$ cat config.mk
export PLATFORM = sky130hd
export DESIGN_NAME = grid_address_generator
export DESIGN_NICKNAME = d
export VERILOG_FILES = /design/src/hw/rtl/gag_pkg.sv /design/src/hw/rtl/gag_front.sv /design/src/hw/rtl/gag_queue.sv /design/src/hw/rtl/gag_back.sv /design/src/hw/rtl/grid_address_generator.sv
export SDC_FILE = /design/constraint.sdc
export NUM_CORES = 2
export LEC_CHECK = 0
export ABC_CLOCK_PERIOD_IN_PS = 14000
export CAP_MARGIN = 20
export CORE_UTILIZATION = 55
export DETAILED_ROUTE_END_ITERATION = 8
export DONT_BUFFER_PORTS = 1
export MAX_ROUTING_LAYER = met4
export PLACE_DENSITY = 0.77
export SYNTH_ARGS = -nofsm -noshare
export SYNTH_HDL_FRONTEND = slang
export SYNTH_SLANG_ARGS = --single-unit
export TNS_END_PERCENT = 20
$ cat constraint.sdc
create_clock -name i_clk -period 14 [get_ports i_clk]
set_clock_uncertainty 0.2 [all_clocks]
set_input_delay 2.8 -clock i_clk [delete_from_list [all_inputs] [get_ports i_clk]]
set_output_delay 2.8 -clock i_clk [all_outputs]
set_load 0.03 [all_outputs]
$ cat src/hw/rtl/gag_pkg.sv
`timescale 1ns / 1ps
// shared types, constants and coordinate helpers for the grid address generator
// no dependencies; imported by every module of the block

package gag_pkg;

    localparam int EXT_W       = 11;
    localparam int COORD_W     = 12;
    localparam int SUM_W       = 15;
    localparam int ADDR_W      = 30;
    localparam int PROD_W      = 2 * EXT_W;
    localparam int ACC_W       = PROD_W + 1;
    localparam int FULL_W      = EXT_W + PROD_W;
    localparam int OPC_W       = 3;
    localparam int AXIS_W      = 2;
    localparam int ERR_W       = 3;
    localparam int DIM_W       = 2;
    localparam int REFLECT_W   = 2;
    localparam int CFG_IDX_W   = 3;
    localparam int CFG_DATA_W  = 11;
    localparam int EXT_HW_MAX  = (1 << EXT_W) - 1;
    localparam int QUEUE_DEPTH = 2;
    localparam int QUEUE_AW    = $clog2(QUEUE_DEPTH);

    // configuration register indexes
    localparam logic [CFG_IDX_W-1:0] CFG_DIMENSIONS   = 3'd0;
    localparam logic [CFG_IDX_W-1:0] CFG_EXTENT_I     = 3'd1;
    localparam logic [CFG_IDX_W-1:0] CFG_EXTENT_J     = 3'd2;
    localparam logic [CFG_IDX_W-1:0] CFG_EXTENT_K     = 3'd3;
    localparam logic [CFG_IDX_W-1:0] CFG_REFLECT_MODE = 3'd4;

    localparam logic [DIM_W-1:0]     DIM_3D        = 2'd3;
    localparam logic [REFLECT_W-1:0] REFLECT_NONE  = 2'd0;
    localparam logic [REFLECT_W-1:0] REFLECT_NODE  = 2'd1;
    localparam logic [REFLECT_W-1:0] REFLECT_CELL  = 2'd2;
    localparam logic [EXT_W-1:0]     EXT_RESET     = 11'd1024;

    localparam logic [AXIS_W-1:0] AXIS_I = 2'd0;
    localparam logic [AXIS_W-1:0] AXIS_J = 2'd1;
    localparam logic [AXIS_W-1:0] AXIS_K = 2'd2;

    typedef logic [EXT_W-1:0]          t_ext;
    typedef logic signed [COORD_W-1:0] t_coord;
    typedef logic signed [SUM_W-1:0]   t_sum;

    typedef enum logic [OPC_W-1:0] {
        OP_SET_POS   = 3'd0,
        OP_CHECK_REL = 3'd1,
        OP_ADDR_REL  = 3'd2,
        OP_SHIFT     = 3'd3,
        OP_CLEAR     = 3'd4,
        OP_ITERATE   = 3'd5,
        OP_NONE      = 3'd6
    } t_op;

    typedef enum logic [ERR_W-1:0] {
        ERR_OK      = 3'd0,
        ERR_NOT_SET = 3'd1,
        ERR_BAD_POS = 3'd2,
        ERR_RANGE   = 3'd3,
        ERR_JUMP    = 3'd4
    } t_err;

    typedef enum logic [1:0] {
        BK_EXEC = 2'd0,
        BK_MUL1 = 2'd1,
        BK_MUL2 = 2'd2
    } t_back_state;

    typedef struct packed {
        t_op                 op;
        t_coord              coord_i;
        t_coord              coord_j;
        t_coord              coord_k;
        logic [AXIS_W-1:0]   axis;
        t_coord              step;
        logic [COORD_W-1:0]  step_mag;
    } t_cmd;

    typedef struct packed {
        logic                  three;
        t_ext                  ext_i;
        t_ext                  ext_j;
        t_ext                  ext_k;
        logic [REFLECT_W-1:0]  reflect;
    } t_cfg;

    function automatic logic in_range(input t_sum p, input t_ext e);
        return (p >= 0) && (p < t_sum'(e));
    endfunction

    // reflect a coordinate about the edge node or edge cell in those modes; otherwise it passes unchanged
    function automatic t_sum mirror_coord(input t_sum p, input t_ext e,
                                          input logic [REFLECT_W-1:0] mode);
        t_sum q;
        t_sum em1;
        t_sum off;
        q   = p;
        em1 = t_sum'(e) - t_sum'(1);
        off = (mode == REFLECT_CELL) ? t_sum'(1) : t_sum'(0);
        if (mode == REFLECT_NODE || mode == REFLECT_CELL) begin
            if (q < 0) begin
                q = -q - off;
            end
            if (q > em1) begin
                q = (em1 <<< 1) - q + off;
            end
        end
        return q;
    endfunction

endpackage

$ cat src/hw/rtl/gag_front.sv
`timescale 1ns / 1ps
// input stage: takes items, decodes the opcode, folds the axis and the jump size
// depends on gag_pkg

module gag_front (
    input  logic                          i_clk,
    input  logic                          i_rst_n,
    input  logic                          i_three,
    input  logic                          i_in_valid,
    output logic                          o_in_stall,
    input  logic [gag_pkg::OPC_W-1:0]     i_opcode,
    input  gag_pkg::t_coord               i_coord_i,
    input  gag_pkg::t_coord               i_coord_j,
    input  gag_pkg::t_coord               i_coord_k,
    input  logic [gag_pkg::AXIS_W-1:0]    i_axis,
    input  gag_pkg::t_coord               i_step,
    output logic                          o_cmd_valid,
    input  logic                          i_cmd_ready,
    output gag_pkg::t_cmd                 o_cmd
);
    import gag_pkg::*;

    logic                 r_valid;
    t_cmd                 r_cmd;
    t_cmd                 n_cmd;
    logic                 accept;
    logic                 push;
    logic [COORD_W-1:0]   step_u;

    assign push       = r_valid && i_cmd_ready;
    assign o_in_stall = r_valid && !i_cmd_ready;
    assign accept     = i_in_valid && !o_in_stall;
    assign step_u     = i_step;

    always_comb begin
        n_cmd         = '0;
        n_cmd.coord_i = i_coord_i;
        n_cmd.coord_j = i_coord_j;
        n_cmd.coord_k = i_coord_k;
        n_cmd.step    = i_step;
        n_cmd.step_mag = step_u[COORD_W-1] ? (COORD_W'(0) - step_u) : step_u;
        if (i_opcode <= OP_ITERATE) begin
            n_cmd.op = t_op'(i_opcode);
        end else begin
            n_cmd.op = OP_NONE;
        end
        // axis taken modulo the number of axes in use
        if (i_three) begin
            n_cmd.axis = (i_axis > AXIS_K) ? AXIS_I : i_axis;
        end else begin
            n_cmd.axis = {1'b0, i_axis[0]};
        end
    end

    always_ff @(posedge i_clk) begin
        if (!i_rst_n) begin
            r_valid <= 1'b0;
        end else if (accept) begin
            r_valid <= 1'b1;
        end else if (push) begin
            r_valid <= 1'b0;
        end
    end

    always_ff @(posedge i_clk) begin
        if (accept) begin
            r_cmd <= n_cmd;
        end
    end

    assign o_cmd_valid = r_valid;
    assign o_cmd       = r_cmd;

endmodule

$ cat src/hw/rtl/gag_queue.sv
`timescale 1ns / 1ps
// short command queue between the decode stage and the execution unit
// depends on gag_pkg

module gag_queue (
    input  logic            i_clk,
    input  logic            i_rst_n,
    input  logic            i_push_valid,
    output logic            o_push_ready,
    input  gag_pkg::t_cmd   i_push_cmd,
    output logic            o_pop_valid,
    input  logic            i_pop,
    output gag_pkg::t_cmd   o_pop_cmd
);
    import gag_pkg::*;

    t_cmd                 r_slot [QUEUE_DEPTH];
    logic [QUEUE_AW-1:0]  r_wr_ptr;
    logic [QUEUE_AW-1:0]  r_rd_ptr;
    logic [QUEUE_AW:0]    r_count;
    logic                 push;
    logic                 pop;

    assign o_push_ready = (r_count != (QUEUE_AW + 1)'(QUEUE_DEPTH));
    assign o_pop_valid  = (r_count != '0);
    assign push         = i_push_valid && o_push_ready;
    assign pop          = i_pop && o_pop_valid;
    assign o_pop_cmd    = r_slot[r_rd_ptr];

    always_ff @(posedge i_clk) begin
        if (!i_rst_n) begin
            r_wr_ptr <= '0;
            r_rd_ptr <= '0;
            r_count  <= '0;
        end else begin
            if (push) begin
                r_wr_ptr <= r_wr_ptr + 1'b1;
            end
            if (pop) begin
                r_rd_ptr <= r_rd_ptr + 1'b1;
            end
            if (push && !pop) begin
                r_count <= r_count + 1'b1;
            end else if (pop && !push) begin
                r_count <= r_count - 1'b1;
            end
        end
    end

    always_ff @(posedge i_clk) begin
        if (push) begin
            r_slot[r_wr_ptr] <= i_push_cmd;
        end
    end

endmodule

$ cat src/hw/rtl/gag_back.sv
`timescale 1ns / 1ps
// execution unit: grid position and shift state, reflection, range checks,
// two-step address multiply and the result register; depends on gag_pkg

module gag_back #(
    parameter int POS_W = 10
) (
    input  logic                         i_clk,
    input  logic                         i_rst_n,
    input  gag_pkg::t_cfg                i_cfg,
    input  logic                         i_q_valid,
    input  gag_pkg::t_cmd                i_q_cmd,
    output logic                         o_q_pop,
    output logic                         o_out_valid,
    input  logic                         i_out_stall,
    output logic [gag_pkg::ADDR_W-1:0]   o_address,
    output logic                         o_check_ok,
    output logic [gag_pkg::ERR_W-1:0]    o_error_code
);
    import gag_pkg::*;

    t_back_state r_state;
    t_back_state n_state;

    logic [POS_W-1:0] r_pos_i;
    logic [POS_W-1:0] r_pos_j;
    logic [POS_W-1:0] r_pos_k;
    logic             r_pos_valid;
    t_coord           r_shift_i;
    t_coord           r_shift_j;
    t_coord           r_shift_k;

    t_ext             r_ti;
    t_ext             r_tj;
    t_ext             r_tk;
    logic             r_addr_en;
    logic             r_ok;
    t_err             r_err;
    logic [ACC_W-1:0] r_acc;
    logic [PROD_W-1:0] r_eji;

    logic             r_out_valid;
    logic [ADDR_W-1:0] r_address;
    logic             r_check_ok;
    t_err             r_error_code;

    t_cmd             cmd;
    logic             exec_en;
    logic             mul_en;
    logic             out_load;
    logic             out_free;

    t_sum pos_i_s, pos_j_s, pos_k_s;
    t_sum ei_s, ej_s, ek_s;
    t_sum it_next_i, it_wrapped_i, it_j1, it_k1;
    logic it_bad, it_wrap_i, it_wrap_j, it_wrap_k;
    logic [POS_W-1:0] it_pos_i, it_pos_j, it_pos_k;
    t_coord sh_n_i, sh_n_j, sh_n_k;
    t_sum base_i, base_j, base_k;
    t_sum off_i, off_j, off_k;
    t_sum sum_i, sum_j, sum_k;
    t_sum tgt_i, tgt_j, tgt_k;
    logic raw_ok, loc_ok;
    logic res_ok, res_addr_en;
    t_err res_err;

    logic [ACC_W-1:0]  n_acc;
    logic [PROD_W-1:0] n_eji;
    logic [FULL_W-1:0] prod_k;
    logic [FULL_W-1:0] addr_full;

    assign cmd = i_q_cmd;

    // ---------------- execute: state update and target coordinates
    assign pos_i_s = t_sum'(r_pos_i);
    assign pos_j_s = t_sum'(r_pos_j);
    assign pos_k_s = t_sum'(r_pos_k);
    assign ei_s    = t_sum'(i_cfg.ext_i);
    assign ej_s    = t_sum'(i_cfg.ext_j);
    assign ek_s    = t_sum'(i_cfg.ext_k);

    // raster advance: carry from i into j, and from j into k in 3D
    assign it_next_i    = pos_i_s + t_sum'(cmd.step);
    assign it_bad       = (cmd.step_mag >= {1'b0, i_cfg.ext_i}) || (it_next_i < 0);
    assign it_wrap_i    = (it_next_i >= ei_s);
    assign it_wrapped_i = it_wrap_i ? (it_next_i - ei_s) : it_next_i;
    assign it_j1        = pos_j_s + t_sum'(1);
    assign it_k1        = pos_k_s + t_sum'(1);
    assign it_wrap_j    = (it_j1 >= ej_s);
    assign it_wrap_k    = (it_k1 >= ek_s);
    assign it_pos_i     = it_wrapped_i[POS_W-1:0];
    assign it_pos_j     = !it_wrap_i ? r_pos_j : (it_wrap_j ? '0 : it_j1[POS_W-1:0]);
    assign it_pos_k     = (it_wrap_i && it_wrap_j && i_cfg.three)
                        ? (it_wrap_k ? '0 : it_k1[POS_W-1:0]) : r_pos_k;

    assign sh_n_i = (cmd.axis == AXIS_I) ? cmd.step : r_shift_i;
    assign sh_n_j = (cmd.axis == AXIS_J) ? cmd.step : r_shift_j;
    assign sh_n_k = (cmd.axis == AXIS_K) ? cmd.step : r_shift_k;

    always_comb begin
        base_i = pos_i_s;
        base_j = pos_j_s;
        base_k = pos_k_s;
        off_i  = t_sum'(cmd.coord_i);
        off_j  = t_sum'(cmd.coord_j);
        off_k  = t_sum'(cmd.coord_k);
        unique case (cmd.op)
            OP_SET_POS: begin
                base_i = '0;
                base_j = '0;
                base_k = '0;
            end
            OP_SHIFT: begin
                off_i = t_sum'(sh_n_i);
                off_j = t_sum'(sh_n_j);
                off_k = t_sum'(sh_n_k);
            end
            OP_ITERATE: begin
                base_i = t_sum'(it_pos_i);
                base_j = t_sum'(it_pos_j);
                base_k = t_sum'(it_pos_k);
                off_i  = '0;
                off_j  = '0;
                off_k  = '0;
            end
            default: begin
            end
        endcase
    end

    assign sum_i = base_i + off_i;
    assign sum_j = base_j + off_j;
    assign sum_k = base_k + off_k;

    assign raw_ok = in_range(sum_i, i_cfg.ext_i) && in_range(sum_j, i_cfg.ext_j)
                 && (!i_cfg.three || in_range(sum_k, i_cfg.ext_k));

    assign tgt_i = mirror_coord(sum_i, i_cfg.ext_i, i_cfg.reflect);
    assign tgt_j = mirror_coord(sum_j, i_cfg.ext_j, i_cfg.reflect);
    assign tgt_k = mirror_coord(sum_k, i_cfg.ext_k, i_cfg.reflect);

    assign loc_ok = in_range(tgt_i, i_cfg.ext_i) && in_range(tgt_j, i_cfg.ext_j)
                 && (!i_cfg.three || in_range(tgt_k, i_cfg.ext_k));

    always_comb begin
        res_ok      = 1'b0;
        res_err     = ERR_OK;
        res_addr_en = 1'b0;
        unique case (cmd.op) inside
            OP_SET_POS: begin
                res_ok      = raw_ok;
                res_err     = raw_ok ? ERR_OK : ERR_BAD_POS;
                res_addr_en = raw_ok;
            end
            OP_CHECK_REL: begin
                res_ok = raw_ok;
            end
            OP_ADDR_REL, OP_SHIFT: begin
                if (!r_pos_valid) begin
                    res_err = ERR_NOT_SET;
                end else begin
                    res_err     = loc_ok ? ERR_OK : ERR_RANGE;
                    res_addr_en = loc_ok;
                end
            end
            OP_ITERATE: begin
                if (it_bad) begin
                    res_err = ERR_JUMP;
                end else if (!r_pos_valid) begin
                    res_err = ERR_NOT_SET;
                end else begin
                    res_err     = loc_ok ? ERR_OK : ERR_RANGE;
                    res_addr_en = loc_ok;
                end
            end
            default: begin
            end
        endcase
    end

    always_ff @(posedge i_clk) begin
        if (!i_rst_n) begin
            r_pos_i     <= '0;
            r_pos_j     <= '0;
            r_pos_k     <= '0;
            r_pos_valid <= 1'b0;
            r_shift_i   <= '0;
            r_shift_j   <= '0;
            r_shift_k   <= '0;
        end else if (exec_en) begin
            case (cmd.op)
                OP_SET_POS: begin
                    // in-range axes are written even when another axis fails
                    if (in_range(sum_i, i_cfg.ext_i)) begin
                        r_pos_i <= sum_i[POS_W-1:0];
                    end
                    if (in_range(sum_j, i_cfg.ext_j)) begin
                        r_pos_j <= sum_j[POS_W-1:0];
                    end
                    if (i_cfg.three && in_range(sum_k, i_cfg.ext_k)) begin
                        r_pos_k <= sum_k[POS_W-1:0];
                    end
                    r_pos_valid <= raw_ok;
                end
                OP_CHECK_REL: begin
                    r_pos_valid <= raw_ok;
                end
                OP_SHIFT: begin
                    if (r_pos_valid) begin
                        r_shift_i <= sh_n_i;
                        r_shift_j <= sh_n_j;
                        r_shift_k <= sh_n_k;
                    end
                end
                OP_CLEAR: begin
                    r_shift_i <= '0;
                    r_shift_j <= '0;
                    r_shift_k <= '0;
                end
                OP_ITERATE: begin
                    if (!it_bad && r_pos_valid) begin
                        r_pos_i <= it_pos_i;
                        r_pos_j <= it_pos_j;
                        r_pos_k <= it_pos_k;
                    end
                end
                default: begin
                end
            endcase
        end
    end

    always_ff @(posedge i_clk) begin
        if (exec_en) begin
            r_ti      <= tgt_i[EXT_W-1:0];
            r_tj      <= tgt_j[EXT_W-1:0];
            r_tk      <= tgt_k[EXT_W-1:0];
            r_addr_en <= res_addr_en;
            r_ok      <= res_ok;
            r_err     <= res_err;
        end
    end

    // ---------------- address: i + j*Ei, then + k*(Ej*Ei) in 3D
    assign n_acc     = ACC_W'(r_ti) + ACC_W'(PROD_W'(r_tj) * PROD_W'(i_cfg.ext_i));
    assign n_eji     = PROD_W'(i_cfg.ext_j) * PROD_W'(i_cfg.ext_i);
    assign prod_k    = FULL_W'(r_tk) * FULL_W'(r_eji);
    assign addr_full = FULL_W'(r_acc) + (i_cfg.three ? prod_k : '0);

    always_ff @(posedge i_clk) begin
        if (mul_en) begin
            r_acc <= n_acc;
            r_eji <= n_eji;
        end
    end

    // ---------------- sequencer
    assign out_free = !r_out_valid || !i_out_stall;

    always_ff @(posedge i_clk) begin
        if (!i_rst_n) begin
            r_state <= BK_EXEC;
        end else begin
            r_state <= n_state;
        end
    end

    always_comb begin
        n_state = r_state;
        unique case (r_state)
            BK_EXEC: begin
                if (i_q_valid) begin
                    n_state = BK_MUL1;
                end
            end
            BK_MUL1: begin
                n_state = BK_MUL2;
            end
            BK_MUL2: begin
                if (out_free) begin
                    n_state = BK_EXEC;
                end
            end
            default: begin
                n_state = BK_EXEC;
            end
        endcase
    end

    always_comb begin
        exec_en  = 1'b0;
        mul_en   = 1'b0;
        out_load = 1'b0;
        unique case (r_state)
            BK_EXEC: begin
                exec_en = i_q_valid;
            end
            BK_MUL1: begin
                mul_en = 1'b1;
            end
            BK_MUL2: begin
                out_load = out_free;
            end
            default: begin
            end
        endcase
    end

    assign o_q_pop = exec_en;

    // ---------------- result register
    always_ff @(posedge i_clk) begin
        if (!i_rst_n) begin
            r_out_valid <= 1'b0;
        end else if (out_load) begin
            r_out_valid <= 1'b1;
        end else if (!i_out_stall) begin
            r_out_valid <= 1'b0;
        end
    end

    always_ff @(posedge i_clk) begin
        if (out_load) begin
            r_address    <= r_addr_en ? addr_full[ADDR_W-1:0] : '0;
            r_check_ok   <= r_ok;
            r_error_code <= r_err;
        end
    end

    assign o_out_valid  = r_out_valid;
    assign o_address    = r_address;
    assign o_check_ok   = r_check_ok;
    assign o_error_code = r_error_code;

    a_err_zero_addr: assert property (@(posedge i_clk) disable iff (!i_rst_n)
        (r_out_valid && r_error_code != ERR_OK) |-> (r_address == '0))
        else $error("nonzero address on an error result");

    a_ok_no_err: assert property (@(posedge i_clk) disable iff (!i_rst_n)
        (r_out_valid && r_check_ok) |-> (r_error_code == ERR_OK))
        else $error("check_ok set together with an error code");

    a_valid_drop: assert property (@(posedge i_clk) disable iff (!i_rst_n)
        $fell(r_pos_valid) |->
            $past(exec_en && (cmd.op == OP_SET_POS || cmd.op == OP_CHECK_REL)))
        else $error("position valid cleared outside set or check");

    a_shift_write: assert property (@(posedge i_clk) disable iff (!i_rst_n)
        !$stable(r_shift_i) |->
            $past(exec_en && (cmd.op == OP_SHIFT || cmd.op == OP_CLEAR)))
        else $error("shift changed outside shift or clear");

endmodule

$ cat src/hw/rtl/grid_address_generator.sv
`timescale 1ns / 1ps
// top level of the grid address generator: configuration registers, decode stage,
// command queue and execution unit; depends on gag_pkg, gag_front, gag_queue, gag_back
//
//  channel   handshake                 payload
//  cfg       i_cfg_valid / o_cfg_ready i_cfg_index, i_cfg_data
//  in        i_in_valid / o_in_stall   i_opcode, i_coord_i/j/k, i_axis, i_step
//  out       o_out_valid / i_out_stall o_address, o_check_ok, o_error_code
//
//  every item passes through the execute, first multiply and second multiply states
//  of the execution unit, which takes no new item until the current one leaves the
//  second multiply state; a stalled output holds it there
//  the decode stage and a 2-entry queue keep taking items while a result waits
//  synchronous active-low reset; clears position, shifts and valid flag, and sets config defaults
//  configuration writes are taken every cycle (o_cfg_ready is held high)

module grid_address_generator #(
    parameter int MAX_EXTENT = 1024
) (
    input  logic                              i_clk,
    input  logic                              i_rst_n,
    input  logic                              i_cfg_valid,
    output logic                              o_cfg_ready,
    input  logic [gag_pkg::CFG_IDX_W-1:0]     i_cfg_index,
    input  logic [gag_pkg::CFG_DATA_W-1:0]    i_cfg_data,
    input  logic                              i_in_valid,
    output logic                              o_in_stall,
    input  logic [gag_pkg::OPC_W-1:0]         i_opcode,
    input  logic signed [gag_pkg::COORD_W-1:0] i_coord_i,
    input  logic signed [gag_pkg::COORD_W-1:0] i_coord_j,
    input  logic signed [gag_pkg::COORD_W-1:0] i_coord_k,
    input  logic [gag_pkg::AXIS_W-1:0]        i_axis,
    input  logic signed [gag_pkg::COORD_W-1:0] i_step,
    output logic                              o_out_valid,
    input  logic                              i_out_stall,
    output logic [gag_pkg::ADDR_W-1:0]        o_address,
    output logic                              o_check_ok,
    output logic [gag_pkg::ERR_W-1:0]         o_error_code
);
    import gag_pkg::*;

    localparam int   POS_W     = $clog2(MAX_EXTENT);
    localparam int   EXT_LIMIT = (MAX_EXTENT > EXT_HW_MAX) ? EXT_HW_MAX : MAX_EXTENT;
    localparam t_ext EXT_CLAMP = EXT_W'(EXT_LIMIT);

    logic [DIM_W-1:0]     r_dimensions;
    t_ext                 r_extent_i;
    t_ext                 r_extent_j;
    t_ext                 r_extent_k;
    logic [REFLECT_W-1:0] r_reflect_mode;
    logic                 cfg_wr;
    t_cfg                 cfg;

    logic                 cmd_valid;
    logic                 cmd_ready;
    t_cmd                 cmd;
    logic                 q_valid;
    logic                 q_pop;
    t_cmd                 q_cmd;

    assign o_cfg_ready = 1'b1;
    assign cfg_wr      = i_cfg_valid && o_cfg_ready;

    always_ff @(posedge i_clk) begin
        if (!i_rst_n) begin
            r_dimensions   <= DIM_3D;
            r_extent_i     <= EXT_RESET;
            r_extent_j     <= EXT_RESET;
            r_extent_k     <= EXT_RESET;
            r_reflect_mode <= REFLECT_NONE;
        end else if (cfg_wr) begin
            unique case (i_cfg_index)
                CFG_DIMENSIONS:   r_dimensions   <= i_cfg_data[DIM_W-1:0];
                CFG_EXTENT_I:     r_extent_i     <= i_cfg_data[EXT_W-1:0];
                CFG_EXTENT_J:     r_extent_j     <= i_cfg_data[EXT_W-1:0];
                CFG_EXTENT_K:     r_extent_k     <= i_cfg_data[EXT_W-1:0];
                CFG_REFLECT_MODE: r_reflect_mode <= i_cfg_data[REFLECT_W-1:0];
                default: begin
                end
            endcase
        end
    end

    // extents above the supported maximum act as the maximum
    assign cfg.three   = (r_dimensions == DIM_3D);
    assign cfg.ext_i   = (r_extent_i > EXT_CLAMP) ? EXT_CLAMP : r_extent_i;
    assign cfg.ext_j   = (r_extent_j > EXT_CLAMP) ? EXT_CLAMP : r_extent_j;
    assign cfg.ext_k   = (r_extent_k > EXT_CLAMP) ? EXT_CLAMP : r_extent_k;
    assign cfg.reflect = r_reflect_mode;

    gag_front u_front (
        .i_clk       (i_clk),
        .i_rst_n     (i_rst_n),
        .i_three     (cfg.three),
        .i_in_valid  (i_in_valid),
        .o_in_stall  (o_in_stall),
        .i_opcode    (i_opcode),
        .i_coord_i   (i_coord_i),
        .i_coord_j   (i_coord_j),
        .i_coord_k   (i_coord_k),
        .i_axis      (i_axis),
        .i_step      (i_step),
        .o_cmd_valid (cmd_valid),
        .i_cmd_ready (cmd_ready),
        .o_cmd       (cmd)
    );

    gag_queue u_queue (
        .i_clk        (i_clk),
        .i_rst_n      (i_rst_n),
        .i_push_valid (cmd_valid),
        .o_push_ready (cmd_ready),
        .i_push_cmd   (cmd),
        .o_pop_valid  (q_valid),
        .i_pop        (q_pop),
        .o_pop_cmd    (q_cmd)
    );

    gag_back #(
        .POS_W (POS_W)
    ) u_back (
        .i_clk        (i_clk),
        .i_rst_n      (i_rst_n),
        .i_cfg        (cfg),
        .i_q_valid    (q_valid),
        .i_q_cmd      (q_cmd),
        .o_q_pop      (q_pop),
        .o_out_valid  (o_out_valid),
        .i_out_stall  (i_out_stall),
        .o_address    (o_address),
        .o_check_ok   (o_check_ok),
        .o_error_code (o_error_code)
    );

endmodule

==> run metrics <==
status finished clean; Worst-Margin Slew 1220 ps; Post-synth top cells nand2_1 (610), inv_1 (606), ha_1 (494); wire per inst 21.1 µm; vias in the first global route 35400; average cell area after synthesis 9.02 µm²; Slew Limit Fails 0; # setup viols final 0; Setup crit start kind flop; gpl congestion 1.01; main flop type after synthesis edfxtp_1; via count 36200; R2R Setup Slk 690 ps; Mapped Area 44700 µm²; Rel. slew slack 0.184; Die X 287 µm; WL met1 49900 µm; die height 287 µm; slowest stage delay, CP 640 ps; CP bufs+invs 6; cell mode on critical path ha_1; Worst-path clk slew 70 ps; met2 WL 59500 µm; synth unique cells 110; Fin Hold WS 232 ps; Synth Register Bits 422; top-area cell type share of the netlist area 0.208; Finished Layout Cells 5981; Hold Crit Class reg2reg; critical path endpoint category flop; Max Used Layer met4; TritonCTS Buffers 45; initial cell density of the core 0.555; Worst Path Arrival 13430 ps; Tcrit/Tclk final 0.951; share of cells above drive strength 1 0.0533; WHS Path Cells 0; Total GRT Usage 0.311; Final Hold Vio Count 0; sequential area share after synthesis 0.258; full die area 82400 µm²; Fmax 75.1 MHz; slowest cell on the critical path a2111oi_0; largest net degree at the start of global routing 81; FF-to-FF End u_back.r_err[1]; vias per cell 6.05; H-tree Lvls 2; Clock Path Buffers 3; root buffer cell clkbuf_16; crit-path max FO 14; routed wire length 126000 µm; num rows 104; I/O pin count 109; Crit Path Category reg2reg; initial antenna violation count 2; gr ovfl total 0; Nets 5807; Worst EP required 14120 ps; dpl cells 5891; EDFF count, synth 309; First DRT Iteration DRCs 3144; CTS tree yes; most frequent cell after synthesis nand2_1; minimum clock period 13310 ps; Buffers on Ports 0; min-delay src u_back.r_err[2]; syn_nets 5874; max cap viols 0; asr flop ratio synth 0; Area Overhead vs Synth 6.35%; final antenna-violating net count 0; Sink Count 422; Syn. warnings 0; met3 wire len 8860 µm; cell taking the most area after synthesis edfxtp_1; setup TNS 0 ps; core area 80400 µm²; ranking of synthesized cells by area edfxtp_1 (21%), fa_1 (16%), ha_1 (14%); Detailed Place HPWL 98700 µm; Top delay family on crit path compound AO/OA/AOI/OAI gates; Skew-Pair Late Insertion Delay 610 ps; Worst Reg-to-Reg Cells 56; worst hold endpoint u_back.o_error_code[2]; RSZ-0062 raised after global routing no; First-pass DRT Iterations 6; global-route wire length before repair 195000 µm; Syn Inst Count 4950; Final Util 0.591; DRC violation count after routing 0
[stage by stage]
step,instance area [µm²],setup slack [ps]
global placement,45900,828
floorplan,44700,1150
detailed placement,45900,444
global route,47500,60.9
CTS,47400,379
finish,47500,691
[repair_timing]
item,in CTS,in global routing
setup endpoints to repair,0,3
hold buffers,0,0
buffers inserted,0,3
gates resized for setup,0,10
[sequential cells by signal (all words and copies together) (netlist names), 12 cells and up, named ones only]
signal	cells
u_queue.r_slot	128
u_front.o_cmd	64
u_back.o_address	30
u_back.r_acc	23
u_back.r_eji	22
u_back.r_shift_i	12
u_back.r_shift_j	12
u_back.r_shift_k	12
[layout by cell type, fill, tap and decap left out, types with 54 or more instances in the layout]
cell type	instances
a21oi_1	248
mux2i_1	66
nand3_1	89
and2_1	148
nor2_1	361
ha_1	494
xor2_1	71
dfxtp_1	112
a21o_1	81
inv_1	605
edfxtp_1	309
nor3_1	68
o21a_1	54
nand2_1	610
o21ai_0	189
xnor2_1	139
fa_1	358
buf_4	84
nor2b_1	64
[per-layer routing]
layer  up-vias  GRT usage
met5         -          -
met4         0      0.168
met3       403     0.0404
met2      1596      0.509
met1     17400      0.374
li1      16800          -
[cell type report]
type / instances / area (µm²)
Tap cell: 1060 / 1330
Inverter: 619 / 2320
Sequential cell: 422 / 11500
Timing Repair Buffer: 87 / 682
Antenna cell: 1 / 2.50
Clock inverter: 22 / 260
Clock buffer: 62 / 1270
Multi-Input combinational cell: 3708 / 30100
Fill cell: 6888 / 32900
[how the worst max path moves through the flow]
stage          startpoint         endpoint  slack, ps  cells after the start
6_report             flop  u_back.r_err[1]        690                     56
5_1_grt              flop  u_back.r_err[1]         60                     55
4_1_cts              flop  u_back.r_err[1]        380                     56
3_5_place_dp         flop  u_back.r_err[0]        440                     56
3_3_place_gp         flop  u_back.r_err[0]        830                     54
2_1_floorplan        flop  u_back.r_err[0]       1150                     60
[cells by family after synthesis]
| family | synth area share |
|---|---|
| and+or+nand+nor | 0.164 |
| AOI/OAI and AO/OA | 0.146 |
| adders and majority gates | 0.299 |
| buffers and inverters | 0.0703 |
| DFF | 0.258 |
| xor gates and xnor gates | 0.0412 |
| muxes | 0.0204 |
| other | 0.0000840 |
Power is left out: the tool's default activity adds up to more than one toggle a clock period on the data nets, which glitch-free logic cannot reach.
